`src/pfd_pkg.sv`:
```
// pfd_pkg: widths, register indexes and saturation helpers for the pid unit
// no dependencies; used by the interfaces, the serial units and the top level

package pfd_pkg;

    // Q16.16 word format
    localparam int DW = 32;
    localparam int FB = 16;
    localparam int PW = 2 * DW;
    // magnitude width of the filter numerator fed to the divider
    localparam int NW = 2 * (DW - FB) + FB + 1;

    // configuration register indexes
    typedef enum logic [2:0] {
        CFG_SETPOINT = 3'd0,
        CFG_GAIN_P   = 3'd1,
        CFG_GAIN_I   = 3'd2,
        CFG_GAIN_D   = 3'd3,
        CFG_TAU      = 3'd4,
        CFG_PERIOD   = 3'd5,
        CFG_OUT_MIN  = 3'd6,
        CFG_OUT_MAX  = 3'd7
    } t_cfg_idx;

    localparam logic signed [DW-1:0] WORD_MAX = {1'b0, {(DW-1){1'b1}}};
    localparam logic signed [DW-1:0] WORD_MIN = {1'b1, {(DW-1){1'b0}}};

    // clamp a 64-bit value to the word range
    function automatic logic signed [DW-1:0] sat64(input logic signed [PW-1:0] v);
        logic signed [DW-1:0] res;
        if (v > PW'(WORD_MAX)) begin
            res = WORD_MAX;
        end else if (v < PW'(WORD_MIN)) begin
            res = WORD_MIN;
        end else begin
            res = v[DW-1:0];
        end
        return res;
    endfunction

    // clamp a word-plus-two-bit sum to the word range
    function automatic logic signed [DW-1:0] sat34(input logic signed [DW+1:0] v);
        logic signed [DW-1:0] res;
        if (v > (DW+2)'(WORD_MAX)) begin
            res = WORD_MAX;
        end else if (v < (DW+2)'(WORD_MIN)) begin
            res = WORD_MIN;
        end else begin
            res = v[DW-1:0];
        end
        return res;
    endfunction

    // drop the fraction of a product, rounding half up
    function automatic logic signed [PW-1:0] rnd64(input logic signed [PW-1:0] v);
        logic signed [PW-1:0] half;
        half = PW'(64'sd1 <<< (FB - 1));
        return (v + half) >>> FB;
    endfunction

endpackage

```
`src/pfd_ifs.sv`:
```
// pfd_in_if / pfd_out_if: valid-ready channels for measurement and drive words
// depends on pfd_pkg for the word width

interface pfd_in_if;
    logic                          valid;
    logic                          ready;
    logic signed [pfd_pkg::DW-1:0] measured;
    modport source (output valid, output measured, input ready);
    modport sink   (input valid, input measured, output ready);
endinterface

interface pfd_out_if;
    logic                          valid;
    logic                          ready;
    logic signed [pfd_pkg::DW-1:0] drive;
    logic                          saturated;
    modport source (output valid, output drive, output saturated, input ready);
    modport sink   (input valid, input drive, input saturated, output ready);
endinterface

```
`src/pfd_mul.sv`:
```
// pfd_mul: signed word by word multiplier, one multiplier bit per cycle
// depends on pfd_pkg for widths

module pfd_mul (
    input  logic                          i_clk,
    input  logic                          i_rst_n,
    input  logic                          i_start,
    input  logic signed [pfd_pkg::DW-1:0] i_a,
    input  logic signed [pfd_pkg::DW-1:0] i_b,
    output logic                          o_done,
    output logic signed [pfd_pkg::PW-1:0] o_prod
);
    localparam int DW = pfd_pkg::DW;
    localparam int CW = $clog2(DW);

    logic          r_busy, n_busy;
    logic          r_done, n_done;
    logic [CW-1:0] r_cnt, n_cnt;
    logic signed [DW-1:0] r_a, n_a;
    logic signed [DW:0]   r_hi, n_hi;
    logic [DW-1:0]        r_lo, n_lo;
    logic signed [DW+1:0] w_add, w_sum;

    // add or, for the sign bit, subtract the multiplicand, then shift right
    always_comb begin
        n_busy = r_busy;
        n_done = 1'b0;
        n_cnt  = r_cnt;
        n_a    = r_a;
        n_hi   = r_hi;
        n_lo   = r_lo;
        w_add  = '0;
        if (r_lo[0]) begin
            if (r_cnt == CW'(DW - 1)) begin
                w_add = -(DW+2)'(r_a);
            end else begin
                w_add = (DW+2)'(r_a);
            end
        end
        w_sum = (DW+2)'(r_hi) + w_add;
        if (i_start) begin
            n_busy = 1'b1;
            n_cnt  = '0;
            n_a    = i_a;
            n_hi   = '0;
            n_lo   = i_b;
        end else if (r_busy) begin
            n_hi  = w_sum[DW+1:1];
            n_lo  = {w_sum[0], r_lo[DW-1:1]};
            n_cnt = r_cnt + CW'(1);
            if (r_cnt == CW'(DW - 1)) begin
                n_busy = 1'b0;
                n_done = 1'b1;
            end
        end
    end

    always_ff @(posedge i_clk) begin
        if (!i_rst_n) begin
            r_busy <= 1'b0;
            r_done <= 1'b0;
            r_cnt  <= '0;
        end else begin
            r_busy <= n_busy;
            r_done <= n_done;
            r_cnt  <= n_cnt;
        end
        r_a  <= n_a;
        r_hi <= n_hi;
        r_lo <= n_lo;
    end

    assign o_done = r_done;
    assign o_prod = {r_hi[DW-1:0], r_lo};
endmodule

```
`src/pfd_div.sv`:
```
// pfd_div: restoring divider for the derivative filter, one quotient bit per cycle
// depends on pfd_pkg for widths

module pfd_div (
    input  logic                       i_clk,
    input  logic                       i_rst_n,
    input  logic                       i_start,
    input  logic [pfd_pkg::NW-1:0]     i_mag,
    input  logic [pfd_pkg::DW:0]       i_den,
    output logic                       o_done,
    output logic [pfd_pkg::DW:0]       o_quo,
    output logic                       o_ovf
);
    localparam int DW = pfd_pkg::DW;
    localparam int FB = pfd_pkg::FB;
    localparam int NW = pfd_pkg::NW;
    localparam int LW = NW + FB;
    localparam int CW = $clog2(LW);

    logic          r_busy, n_busy;
    logic          r_done, n_done;
    logic          r_ovf, n_ovf;
    logic [CW-1:0] r_cnt, n_cnt;
    logic [LW-1:0] r_n, n_n;
    logic [DW:0]   r_rem, n_rem;
    logic [DW:0]   r_den, n_den;
    logic [DW:0]   r_q, n_q;
    logic [DW+1:0] w_trial;

    // shift one dividend bit into the remainder and try the subtract
    always_comb begin
        n_busy  = r_busy;
        n_done  = 1'b0;
        n_ovf   = r_ovf;
        n_cnt   = r_cnt;
        n_n     = r_n;
        n_rem   = r_rem;
        n_den   = r_den;
        n_q     = r_q;
        w_trial = {r_rem, r_n[LW-1]};
        if (i_start) begin
            n_busy = 1'b1;
            n_ovf  = 1'b0;
            n_cnt  = '0;
            n_n    = {i_mag, {FB{1'b0}}};
            n_rem  = '0;
            n_den  = i_den;
            n_q    = '0;
        end else if (r_busy) begin
            n_n   = {r_n[LW-2:0], 1'b0};
            n_ovf = r_ovf | r_q[DW];
            if (w_trial >= {1'b0, r_den}) begin
                n_rem = (DW+1)'(w_trial - {1'b0, r_den});
                n_q   = {r_q[DW-1:0], 1'b1};
            end else begin
                n_rem = w_trial[DW:0];
                n_q   = {r_q[DW-1:0], 1'b0};
            end
            n_cnt = r_cnt + CW'(1);
            if (r_cnt == CW'(LW - 1)) begin
                n_busy = 1'b0;
                n_done = 1'b1;
            end
        end
    end

    always_ff @(posedge i_clk) begin
        if (!i_rst_n) begin
            r_busy <= 1'b0;
            r_done <= 1'b0;
            r_cnt  <= '0;
        end else begin
            r_busy <= n_busy;
            r_done <= n_done;
            r_cnt  <= n_cnt;
        end
        r_ovf <= n_ovf;
        r_n   <= n_n;
        r_rem <= n_rem;
        r_den <= n_den;
        r_q   <= n_q;
    end

    assign o_done = r_done;
    assign o_quo  = r_q;
    assign o_ovf  = r_ovf;
endmodule

```
`src/pid_filtered_derivative_unit.sv`:
```
// pid_filtered_derivative_unit: Q16.16 pid controller with filtered derivative
// depends on pfd_pkg, pfd_ifs, pfd_mul and pfd_div

// Usage:
// Write the eight registers through i_cfg_we / i_cfg_idx / i_cfg_data while
// the unit is idle. Each measurement word offered on i_in yields one drive
// word on o_out, with saturated set when the drive hit out_min or out_max.
// Only one measurement is in flight: i_in.ready is high while idle.
// From acceptance to o_out.valid the unit runs six products on the
// bit-serial multiplier (each with start and post steps), one restoring
// division for the filter (skipped when tau and period are both zero), and
// four further steps (clamp, divider start, sum, output load). A new
// measurement is taken only after the output load returns the unit to idle.
// A finished word sits in the output register until o_out.ready; if the
// receiver stalls longer, the next result waits in the final step and no
// new measurement is taken.
// Reset (synchronous, active low) clears the integrator, the previous error
// and the filter state, and loads the register defaults: gains, setpoint
// and tau zero, period 1.0, limits at the full word range.

module pid_filtered_derivative_unit (
    input  logic                          i_clk,
    input  logic                          i_rst_n,
    pfd_in_if.sink                        i_in,
    pfd_out_if.source                     o_out,
    input  logic                          i_cfg_we,
    input  logic [2:0]                    i_cfg_idx,
    input  logic [pfd_pkg::DW-1:0]        i_cfg_data
);
    localparam int DW = pfd_pkg::DW;
    localparam int FB = pfd_pkg::FB;
    localparam int PW = pfd_pkg::PW;
    localparam int NW = pfd_pkg::NW;

    typedef enum logic [8:0] {
        S_IDLE   = 9'b000000001,
        S_MSTART = 9'b000000010,
        S_MWAIT  = 9'b000000100,
        S_POST   = 9'b000001000,
        S_CLAMP  = 9'b000010000,
        S_DSTART = 9'b000100000,
        S_DWAIT  = 9'b001000000,
        S_SUM    = 9'b010000000,
        S_DONE   = 9'b100000000
    } t_state;

    typedef enum logic [2:0] {
        OP_PROP  = 3'd0,
        OP_COEF  = 3'd1,
        OP_INTEG = 3'd2,
        OP_DGAIN = 3'd3,
        OP_DTAU  = 3'd4,
        OP_DPER  = 3'd5
    } t_op;

    t_state r_state;
    t_op    r_op;

    // configuration registers
    logic signed [DW-1:0] r_setpoint, r_gain_p, r_gain_i, r_gain_d;
    logic signed [DW-1:0] r_out_min, r_out_max;
    logic [DW-2:0]        r_tau, r_period;

    // loop state and working values
    logic signed [DW-1:0] r_acc, r_last, r_dfilt;
    logic signed [DW-1:0] r_err, r_prop, r_coef, r_integ, r_deriv;
    logic signed [PW-1:0] r_num;
    logic                 r_ov;
    logic signed [DW-1:0] r_drive;
    logic                 r_satf;

    logic                 w_accept;
    logic                 w_mstart, w_dstart;
    logic signed [DW-1:0] w_ma, w_mb;
    logic                 w_mdone, w_ddone, w_dovf;
    logic signed [PW-1:0] w_prod, w_rp;
    logic [DW:0]          w_quo, w_den;
    logic signed [DW-1:0] w_esum, w_ediff, w_hi, w_lo;
    logic signed [PW-1:0] w_mag64;
    logic signed [DW+1:0] w_total;
    logic signed [DW-1:0] w_total_sat;

    assign w_accept    = i_in.valid & i_in.ready;
    assign i_in.ready  = (r_state == S_IDLE);
    assign w_esum      = pfd_pkg::sat34((DW+2)'(r_err) + (DW+2)'(r_last));
    assign w_ediff     = pfd_pkg::sat34((DW+2)'(r_err) - (DW+2)'(r_last));
    assign w_rp        = pfd_pkg::rnd64(w_prod);
    assign w_den       = {1'b0, r_tau, 1'b0} + {2'b0, r_period};
    assign w_mag64     = r_num[PW-1] ? -r_num : r_num;
    assign w_mstart    = (r_state == S_MSTART);
    assign w_dstart    = (r_state == S_DSTART) && (w_den != '0);
    assign w_total     = (DW+2)'(r_prop) + (DW+2)'(r_integ) + (DW+2)'(r_deriv);
    assign w_total_sat = pfd_pkg::sat34(w_total);

    // anti-windup limits from the output limits less the proportional term
    always_comb begin
        if (r_out_max > r_prop) begin
            w_hi = pfd_pkg::sat34((DW+2)'(r_out_max) - (DW+2)'(r_prop));
        end else begin
            w_hi = '0;
        end
        if (r_out_min < r_prop) begin
            w_lo = pfd_pkg::sat34((DW+2)'(r_out_min) - (DW+2)'(r_prop));
        end else begin
            w_lo = '0;
        end
    end

    // multiplier operand select
    always_comb begin
        case (r_op)
            OP_PROP: begin
                w_ma = r_gain_p;
                w_mb = r_err;
            end
            OP_COEF: begin
                w_ma = r_gain_i;
                w_mb = {1'b0, r_period};
            end
            OP_INTEG: begin
                w_ma = r_coef;
                w_mb = w_esum;
            end
            OP_DGAIN: begin
                w_ma = r_gain_d;
                w_mb = w_ediff;
            end
            OP_DTAU: begin
                w_ma = {1'b0, r_tau};
                w_mb = r_dfilt;
            end
            OP_DPER: begin
                w_ma = {1'b0, r_period};
                w_mb = r_dfilt;
            end
            default: begin
                w_ma = '0;
                w_mb = '0;
            end
        endcase
    end

    pfd_mul u_mul (
        .i_clk   (i_clk),
        .i_rst_n (i_rst_n),
        .i_start (w_mstart),
        .i_a     (w_ma),
        .i_b     (w_mb),
        .o_done  (w_mdone),
        .o_prod  (w_prod)
    );

    pfd_div u_div (
        .i_clk   (i_clk),
        .i_rst_n (i_rst_n),
        .i_start (w_dstart),
        .i_mag   (w_mag64[NW-1:0]),
        .i_den   (w_den),
        .o_done  (w_ddone),
        .o_quo   (w_quo),
        .o_ovf   (w_dovf)
    );

    // configuration writes
    always_ff @(posedge i_clk) begin
        if (!i_rst_n) begin
            r_setpoint <= '0;
            r_gain_p   <= '0;
            r_gain_i   <= '0;
            r_gain_d   <= '0;
            r_tau      <= '0;
            r_period   <= (DW-1)'(1 << FB);
            r_out_min  <= pfd_pkg::WORD_MIN;
            r_out_max  <= pfd_pkg::WORD_MAX;
        end else if (i_cfg_we) begin
            case (pfd_pkg::t_cfg_idx'(i_cfg_idx))
                pfd_pkg::CFG_SETPOINT: r_setpoint <= i_cfg_data;
                pfd_pkg::CFG_GAIN_P:   r_gain_p   <= i_cfg_data;
                pfd_pkg::CFG_GAIN_I:   r_gain_i   <= i_cfg_data;
                pfd_pkg::CFG_GAIN_D:   r_gain_d   <= i_cfg_data;
                pfd_pkg::CFG_TAU:      r_tau      <= i_cfg_data[DW-2:0];
                pfd_pkg::CFG_PERIOD:   r_period   <= i_cfg_data[DW-2:0];
                pfd_pkg::CFG_OUT_MIN:  r_out_min  <= i_cfg_data;
                pfd_pkg::CFG_OUT_MAX:  r_out_max  <= i_cfg_data;
                default: ;
            endcase
        end
    end

    // sequencer
    always_ff @(posedge i_clk) begin
        if (!i_rst_n) begin
            r_state <= S_IDLE;
            r_op    <= OP_PROP;
            r_acc   <= '0;
            r_last  <= '0;
            r_dfilt <= '0;
            r_ov    <= 1'b0;
        end else begin
            // output word valid: set when the final step loads it, cleared on handshake
            if (r_state == S_DONE && (!r_ov || o_out.ready)) begin
                r_ov <= 1'b1;
            end else if (o_out.ready) begin
                r_ov <= 1'b0;
            end
            case (r_state)
                S_IDLE: begin
                    if (w_accept) begin
                        r_err   <= pfd_pkg::sat34((DW+2)'(r_setpoint)
                                                  - (DW+2)'(i_in.measured));
                        r_op    <= OP_PROP;
                        r_state <= S_MSTART;
                    end
                end
                S_MSTART: begin
                    r_state <= S_MWAIT;
                end
                S_MWAIT: begin
                    if (w_mdone) begin
                        r_state <= S_POST;
                    end
                end
                S_POST: begin
                    r_state <= S_MSTART;
                    case (r_op)
                        OP_PROP: begin
                            r_prop <= pfd_pkg::sat64(w_rp);
                            r_op   <= OP_COEF;
                        end
                        OP_COEF: begin
                            r_coef <= pfd_pkg::sat64((w_prod + PW'(64'sd1 <<< FB))
                                                     >>> (FB + 1));
                            r_op   <= OP_INTEG;
                        end
                        OP_INTEG: begin
                            r_integ <= pfd_pkg::sat64(PW'(r_acc) + w_rp);
                            r_op    <= OP_DGAIN;
                            r_state <= S_CLAMP;
                        end
                        OP_DGAIN: begin
                            r_num <= w_rp <<< 1;
                            r_op  <= OP_DTAU;
                        end
                        OP_DTAU: begin
                            r_num <= r_num + (w_rp <<< 1);
                            r_op  <= OP_DPER;
                        end
                        OP_DPER: begin
                            r_num   <= r_num - w_rp;
                            r_state <= S_DSTART;
                        end
                        default: begin
                            r_state <= S_IDLE;
                        end
                    endcase
                end
                S_CLAMP: begin
                    if (r_integ > w_hi) begin
                        r_integ <= w_hi;
                        r_acc   <= w_hi;
                    end else if (r_integ < w_lo) begin
                        r_integ <= w_lo;
                        r_acc   <= w_lo;
                    end else begin
                        r_acc   <= r_integ;
                    end
                    r_state <= S_MSTART;
                end
                S_DSTART: begin
                    if (w_den == '0) begin
                        r_deriv <= '0;
                        r_state <= S_SUM;
                    end else begin
                        r_state <= S_DWAIT;
                    end
                end
                S_DWAIT: begin
                    if (w_ddone) begin
                        if (!r_num[PW-1]) begin
                            if (w_dovf | w_quo[DW] | w_quo[DW-1]) begin
                                r_deriv <= pfd_pkg::WORD_MAX;
                            end else begin
                                r_deriv <= w_quo[DW-1:0];
                            end
                        end else begin
                            if (w_dovf | w_quo[DW] | (w_quo[DW-1] & (|w_quo[DW-2:0])))
                            begin
                                r_deriv <= pfd_pkg::WORD_MIN;
                            end else begin
                                r_deriv <= -w_quo[DW-1:0];
                            end
                        end
                        r_state <= S_SUM;
                    end
                end
                S_SUM: begin
                    r_dfilt <= r_deriv;
                    r_last  <= r_err;
                    r_state <= S_DONE;
                end
                S_DONE: begin
                    // load the output register once the previous word has left
                    if (!r_ov || o_out.ready) begin
                        if (w_total_sat > r_out_max) begin
                            r_drive <= r_out_max;
                            r_satf  <= 1'b1;
                        end else if (w_total_sat < r_out_min) begin
                            r_drive <= r_out_min;
                            r_satf  <= 1'b1;
                        end else begin
                            r_drive <= w_total_sat;
                            r_satf  <= 1'b0;
                        end
                        r_state <= S_IDLE;
                    end
                end
                default: begin
                    r_state <= S_IDLE;
                end
            endcase
        end
    end

    assign o_out.valid     = r_ov;
    assign o_out.drive     = r_drive;
    assign o_out.saturated = r_satf;

`ifndef SYNTH
    a_mul_done_when_waiting: assert property (@(posedge i_clk) disable iff (!i_rst_n)
        w_mdone |-> r_state == S_MWAIT)
        else $error("multiplier finished outside its wait step");
    a_div_done_when_waiting: assert property (@(posedge i_clk) disable iff (!i_rst_n)
        w_ddone |-> r_state == S_DWAIT)
        else $error("divider finished outside its wait step");
    a_accept_starts_prop: assert property (@(posedge i_clk) disable iff (!i_rst_n)
        w_accept |=> (r_state == S_MSTART && r_op == OP_PROP))
        else $error("accepted word did not start the proportional product");
    a_sat_at_limit: assert property (@(posedge i_clk) disable iff (!i_rst_n)
        (r_ov && r_satf) |-> (r_drive == r_out_max || r_drive == r_out_min))
        else $error("saturated flag set with drive away from the limits");
`endif
endmodule
```
`src/flat_wrapper.sv`:
```
// flat-port wrapper written by rule: the top's interface ports become plain ports
module pid_filtered_derivative_unit_flat 
  (i_clk, i_rst_n, i_cfg_we, i_cfg_idx, i_cfg_data, i_in_valid, i_in_measured, i_in_ready, o_out_valid, o_out_drive, o_out_saturated, o_out_ready);
  pfd_in_if i_in_i ();
  pfd_out_if o_out_i ();
  input  logic i_clk;
  input  logic i_rst_n;
  input  logic i_cfg_we;
  input  logic [2:0] i_cfg_idx;
  input  logic [pfd_pkg::DW-1:0] i_cfg_data;
  input wire logic [$bits(i_in_i.valid)-1:0] i_in_valid;
  input wire logic [$bits(i_in_i.measured)-1:0] i_in_measured;
  output wire logic [$bits(i_in_i.ready)-1:0] i_in_ready;
  output wire logic [$bits(o_out_i.valid)-1:0] o_out_valid;
  output wire logic [$bits(o_out_i.drive)-1:0] o_out_drive;
  output wire logic [$bits(o_out_i.saturated)-1:0] o_out_saturated;
  input wire logic [$bits(o_out_i.ready)-1:0] o_out_ready;
  assign i_in_i.valid = i_in_valid;
  assign i_in_i.measured = i_in_measured;
  assign i_in_ready = i_in_i.ready;
  assign o_out_valid = o_out_i.valid;
  assign o_out_drive = o_out_i.drive;
  assign o_out_saturated = o_out_i.saturated;
  assign o_out_i.ready = o_out_ready;
  pid_filtered_derivative_unit u_core (.i_clk(i_clk), .i_rst_n(i_rst_n), .i_in(i_in_i), .o_out(o_out_i), .i_cfg_we(i_cfg_we), .i_cfg_idx(i_cfg_idx), .i_cfg_data(i_cfg_data));
endmodule
```
`config.mk`:
```
export PLATFORM = sky130hd
export DESIGN_NAME = pid_filtered_derivative_unit_flat
export DESIGN_NICKNAME = d
export VERILOG_FILES = /design/src/pfd_pkg.sv /design/src/pfd_ifs.sv /design/src/pfd_mul.sv /design/src/pfd_div.sv /design/src/pid_filtered_derivative_unit.sv /design/src/flat_wrapper.sv
export SDC_FILE = /design/constraint.sdc
export NUM_CORES = 2
export LEC_CHECK = 0
export CAP_MARGIN = 20
export CORE_ASPECT_RATIO = 0.8
export CORE_MARGIN = 3
export CORE_UTILIZATION = 40
export CTS_BUF_LIST = sky130_fd_sc_hd__clkbuf_16
export CTS_CLUSTER_DIAMETER = 100
export DETAILED_ROUTE_END_ITERATION = 6
export DONT_BUFFER_PORTS = 1
export GPL_TIMING_DRIVEN = 0
export PLACE_DENSITY = 0.61
export SYNTH_ARGS = -nofsm -noshare
export SYNTH_HDL_FRONTEND = slang
export SYNTH_HIERARCHICAL = 1
export SYNTH_SLANG_ARGS = --single-unit
```
`constraint.sdc`:
```
create_clock -name i_clk -period 12.45 [get_ports i_clk]
set_input_delay 1.245 -clock i_clk [delete_from_list [all_inputs] [get_ports i_clk]]
set_output_delay 1.245 -clock i_clk [all_outputs]
set_load 0.02 [all_outputs]
```
==> impl_metrics.json <==
{
  "syn2layout_area_growth_pct": 9.55,
  "synth-seq-cells": 882,
  "worst_path_most_repeated_cell": "a21oi_1",
  "hold_class": "flop to flop",
  "syn_avg_cell_area_um2": 8.12,
  "yosysSeqAreaShare": 0.308,
  "dr.first_iter.drc_count": 8257,
  "dpl.cell_count": 11015,
  "numCtsBuffers": 97,
  "grt_remaining_overflow": 0,
  "crit_path_max_incr_delay_ns": 0.91,
  "status": "finished clean",
  "crit_path_end": "u_core/r_integ[1]",
  "rsz0062_at_grt": "no",
  "grtUsageMet2": 0.441,
  "worstSkewPairLatency_ns": 0.76,
  "route.detailed.drc": 0,
  "fin_crit_sh": 0.870,
  "post_cts.repair.setup_buffers": 0,
  "worst_setup_path_start_kind": "flop",
  "cts.repair.resized": 0,
  "synth_area_um2": 70500,
  "die-area_um2": 181000,
  "detail-route-antenna-nets": 0,
  "p_per_area_nw_per_um2": 127,
  "reg2reg_depth": 30,
  "use_met1": 0.470,
  "async_flop_share": 0,
  "finish.utilization": 0.442,
  "clock_sinks": 882,
  "groute.usage.overall": 0.317,
  "path_max_fanout": 10,
  "synth_cell_types": 99,
  "crit_type": "flop to flop",
  "cpMaxStageDelayCell": "mux2i_1",
  "yosys_warnings": 6,
  "finalHoldViolations": 0,
  "drv_slew": 0,
  "htree_levels": 3,
  "start_util": 0.403,
  "grt_max_degree": 35,
  "layout_common_cells": "nand2_1, a21oi_1, nor2_1",
  "synth_edf_count": 403,
  "holdBufCountCts": 0,
  "num_rows": 137,
  "syn_nets": 9402,
  "layout_commonest_cell": "nand2_1",
  "gp_congestion": 1.01,
  "die_w_um": 475,
  "yosysTopAreaCell": "edfxtp_1",
  "synth_area_leaders": "edfxtp_1, dfxtp_1, ha_1",
  "rrSetupSlack_ns": 1.61,
  "grt.busiest_layer": "met1",
  "tightest_slew_ns": 1.29,
  "finalCriticalPeriod_ns": 10.84,
  "use_met3": 0.0856,
  "netlist.area_leader.share": 0.172,
  "r2r-start": "u_core/r_prop[0]",
  "drive_gt1_frac": 0.0552,
  "clk_path_buf_depth": 3,
  "ir_drop_mv": 0.104,
  "core_area_um2": 175000,
  "setup_tns_ns": 0,
  "die_y_um": 382,
  "relSlewSlack": 0.131,
  "syn-instance-count": 8687,
  "cap_violations": 0,
  "cts_root_buf": "clkbuf_16",
  "p_leak_uw": 0.0303,
  "setup_slack_ns": 1.61,
  "grt_pass1_wl_um": 429000,
  "place_hpwl_um": 240000,
  "cts.clk_slew.worst_paths_ns": 0.06,
  "cp-startpoint": "u_core/r_prop[0]",
  "final-setup-viol-count": 0,
  "timing.fmax_mhz": 92.3,
  "wl_per_cell_um": 26.6,
  "skew_ns": 0.0610,
  "final_cells": 11211,
  "vias": 68608,
  "cts_tree": "done",
  "drt-total-wl_um": 299000,
  "reg2reg_to": "u_core/r_integ[1]",
  "io_buffer_count": 0,
  "hold-worst-slack_ns": 0.455,
  "grt_pass1_vias": 62571,
  "synth_top_flop_cell": "dfxtp_1",
  "io_pins": 107,
  "arrival_ns": 11.27,
  "setup.worst_path.end_class": "flop",
  "antenna_found_initial": 14,
  "crit_required_ns": 12.88,
  "first_pass_iters": 6,
  "detail_route.vias_per_cell": 6.12,
  "preCtsSetupSlack_ns": 1.80,
  "finalNetCount": 9541
}
-- flip-flops by register name, indices dropped and copies added (netlist names), 33 cells and up --
name / cells
u_core/u_div/r_n: 49
u_core/u_div/o_quo: 33
u_core/u_mul/r_hi: 33
u_core/r_num: 64
u_core/u_div/r_rem: 33
u_core/u_div/r_den: 33
-- per-stage QoR --
stage | power (uW) | cell area, um^2
4_1_cts | 9780 | 77200
3_3_place_gp | 6750 | 73400
3_5_place_dp | 6810 | 74000
5_1_grt | 10300 | 77300
2_1_floorplan | 5770 | 70500
6_report | 9840 | 77300
-- Yosys cell counts (108+ instances only) --
cell and count:
nand2_1 1162, nand3_1 180, xor2_1 155, a21oi_1 997
nor3_1 110, ha_1 599, nand4_1 108, mux2i_1 140
a22oi_1 108, nor2_1 646, a21o_1 255, inv_1 431
dfxtp_1 479, o21ai_0 469, xnor2_1 342, edfxtp_1 403
clkbuf_1 389
-- where the power goes --
group / total [uW] / internal [uW] / switching, uW / leakage (uW)
logic: 3540 / 1240 / 2290 / 0.0212
registers: 3340 / 3200 / 142 / 0.00755
clock network: 2970 / 1610 / 1360 / 0.00162
total: 9840 / 6050 / 3800 / 0.0303
-- per-layer routing --
metal / wire, um / vias to the layer above
met5: 26 / -
met4: 9960 / 4
met3: 33200 / 435
met2: 119000 / 3378
met1: 136000 / 33141
li1: - / 31650
-- worst min path at each step --
stage	slack, ns	depth (start not counted)	start	end
floorplan	0.43	2	u_core/r_dfilt[31]	u_core/r_dfilt[31]
global placement	0.44	2	u_core/r_gain_p[2]	u_core/r_gain_p[2]
detailed placement	0.45	2	u_core/r_gain_d[20]	u_core/r_gain_d[20]
CTS	0.45	2	u_core/r_gain_d[20]	u_core/r_gain_d[20]
global route	0.47	2	u_core/r_gain_d[20]	u_core/r_gain_d[20]
finish	0.46	2	u_core/r_gain_p[5]	u_core/r_gain_p[5]
-- layout make-up --
cell class              instances  area (um^2)
inverters                     434         1630
multi-input cells            6873        45200
plain buffers                 498         2080
clock buffers                  98         2450
fillers                     17488        97600
repair buffers                 40          544
flip-flops and latches        882        21700
clock inverters                85          769
well taps                    2293         2870
diodes                          8         20.0
-- cells by family after synthesis --
| logic type | count (synthesis) | share of synthesized area |
|---|---|---|
| compound gates | 2670 | 0.238 |
| buf+inv | 932 | 0.0525 |
| flops | 882 | 0.308 |
| mux | 237 | 0.0354 |
| xor+xnor | 497 | 0.0617 |
| fa+ha+maj | 650 | 0.120 |
| simple gates | 2819 | 0.185 |
-- worst max-delay path: cells and delay by family (launching register included) --
kind	cells	cell delay [ns]
flops	1	0.52
simple gates	6	1.45
fa+ha+maj	3	0.83
compound gates	15	4.70
mux	2	1.05
buf+inv	4	1.95
Note: power is estimated with default switching activity, not from simulation.
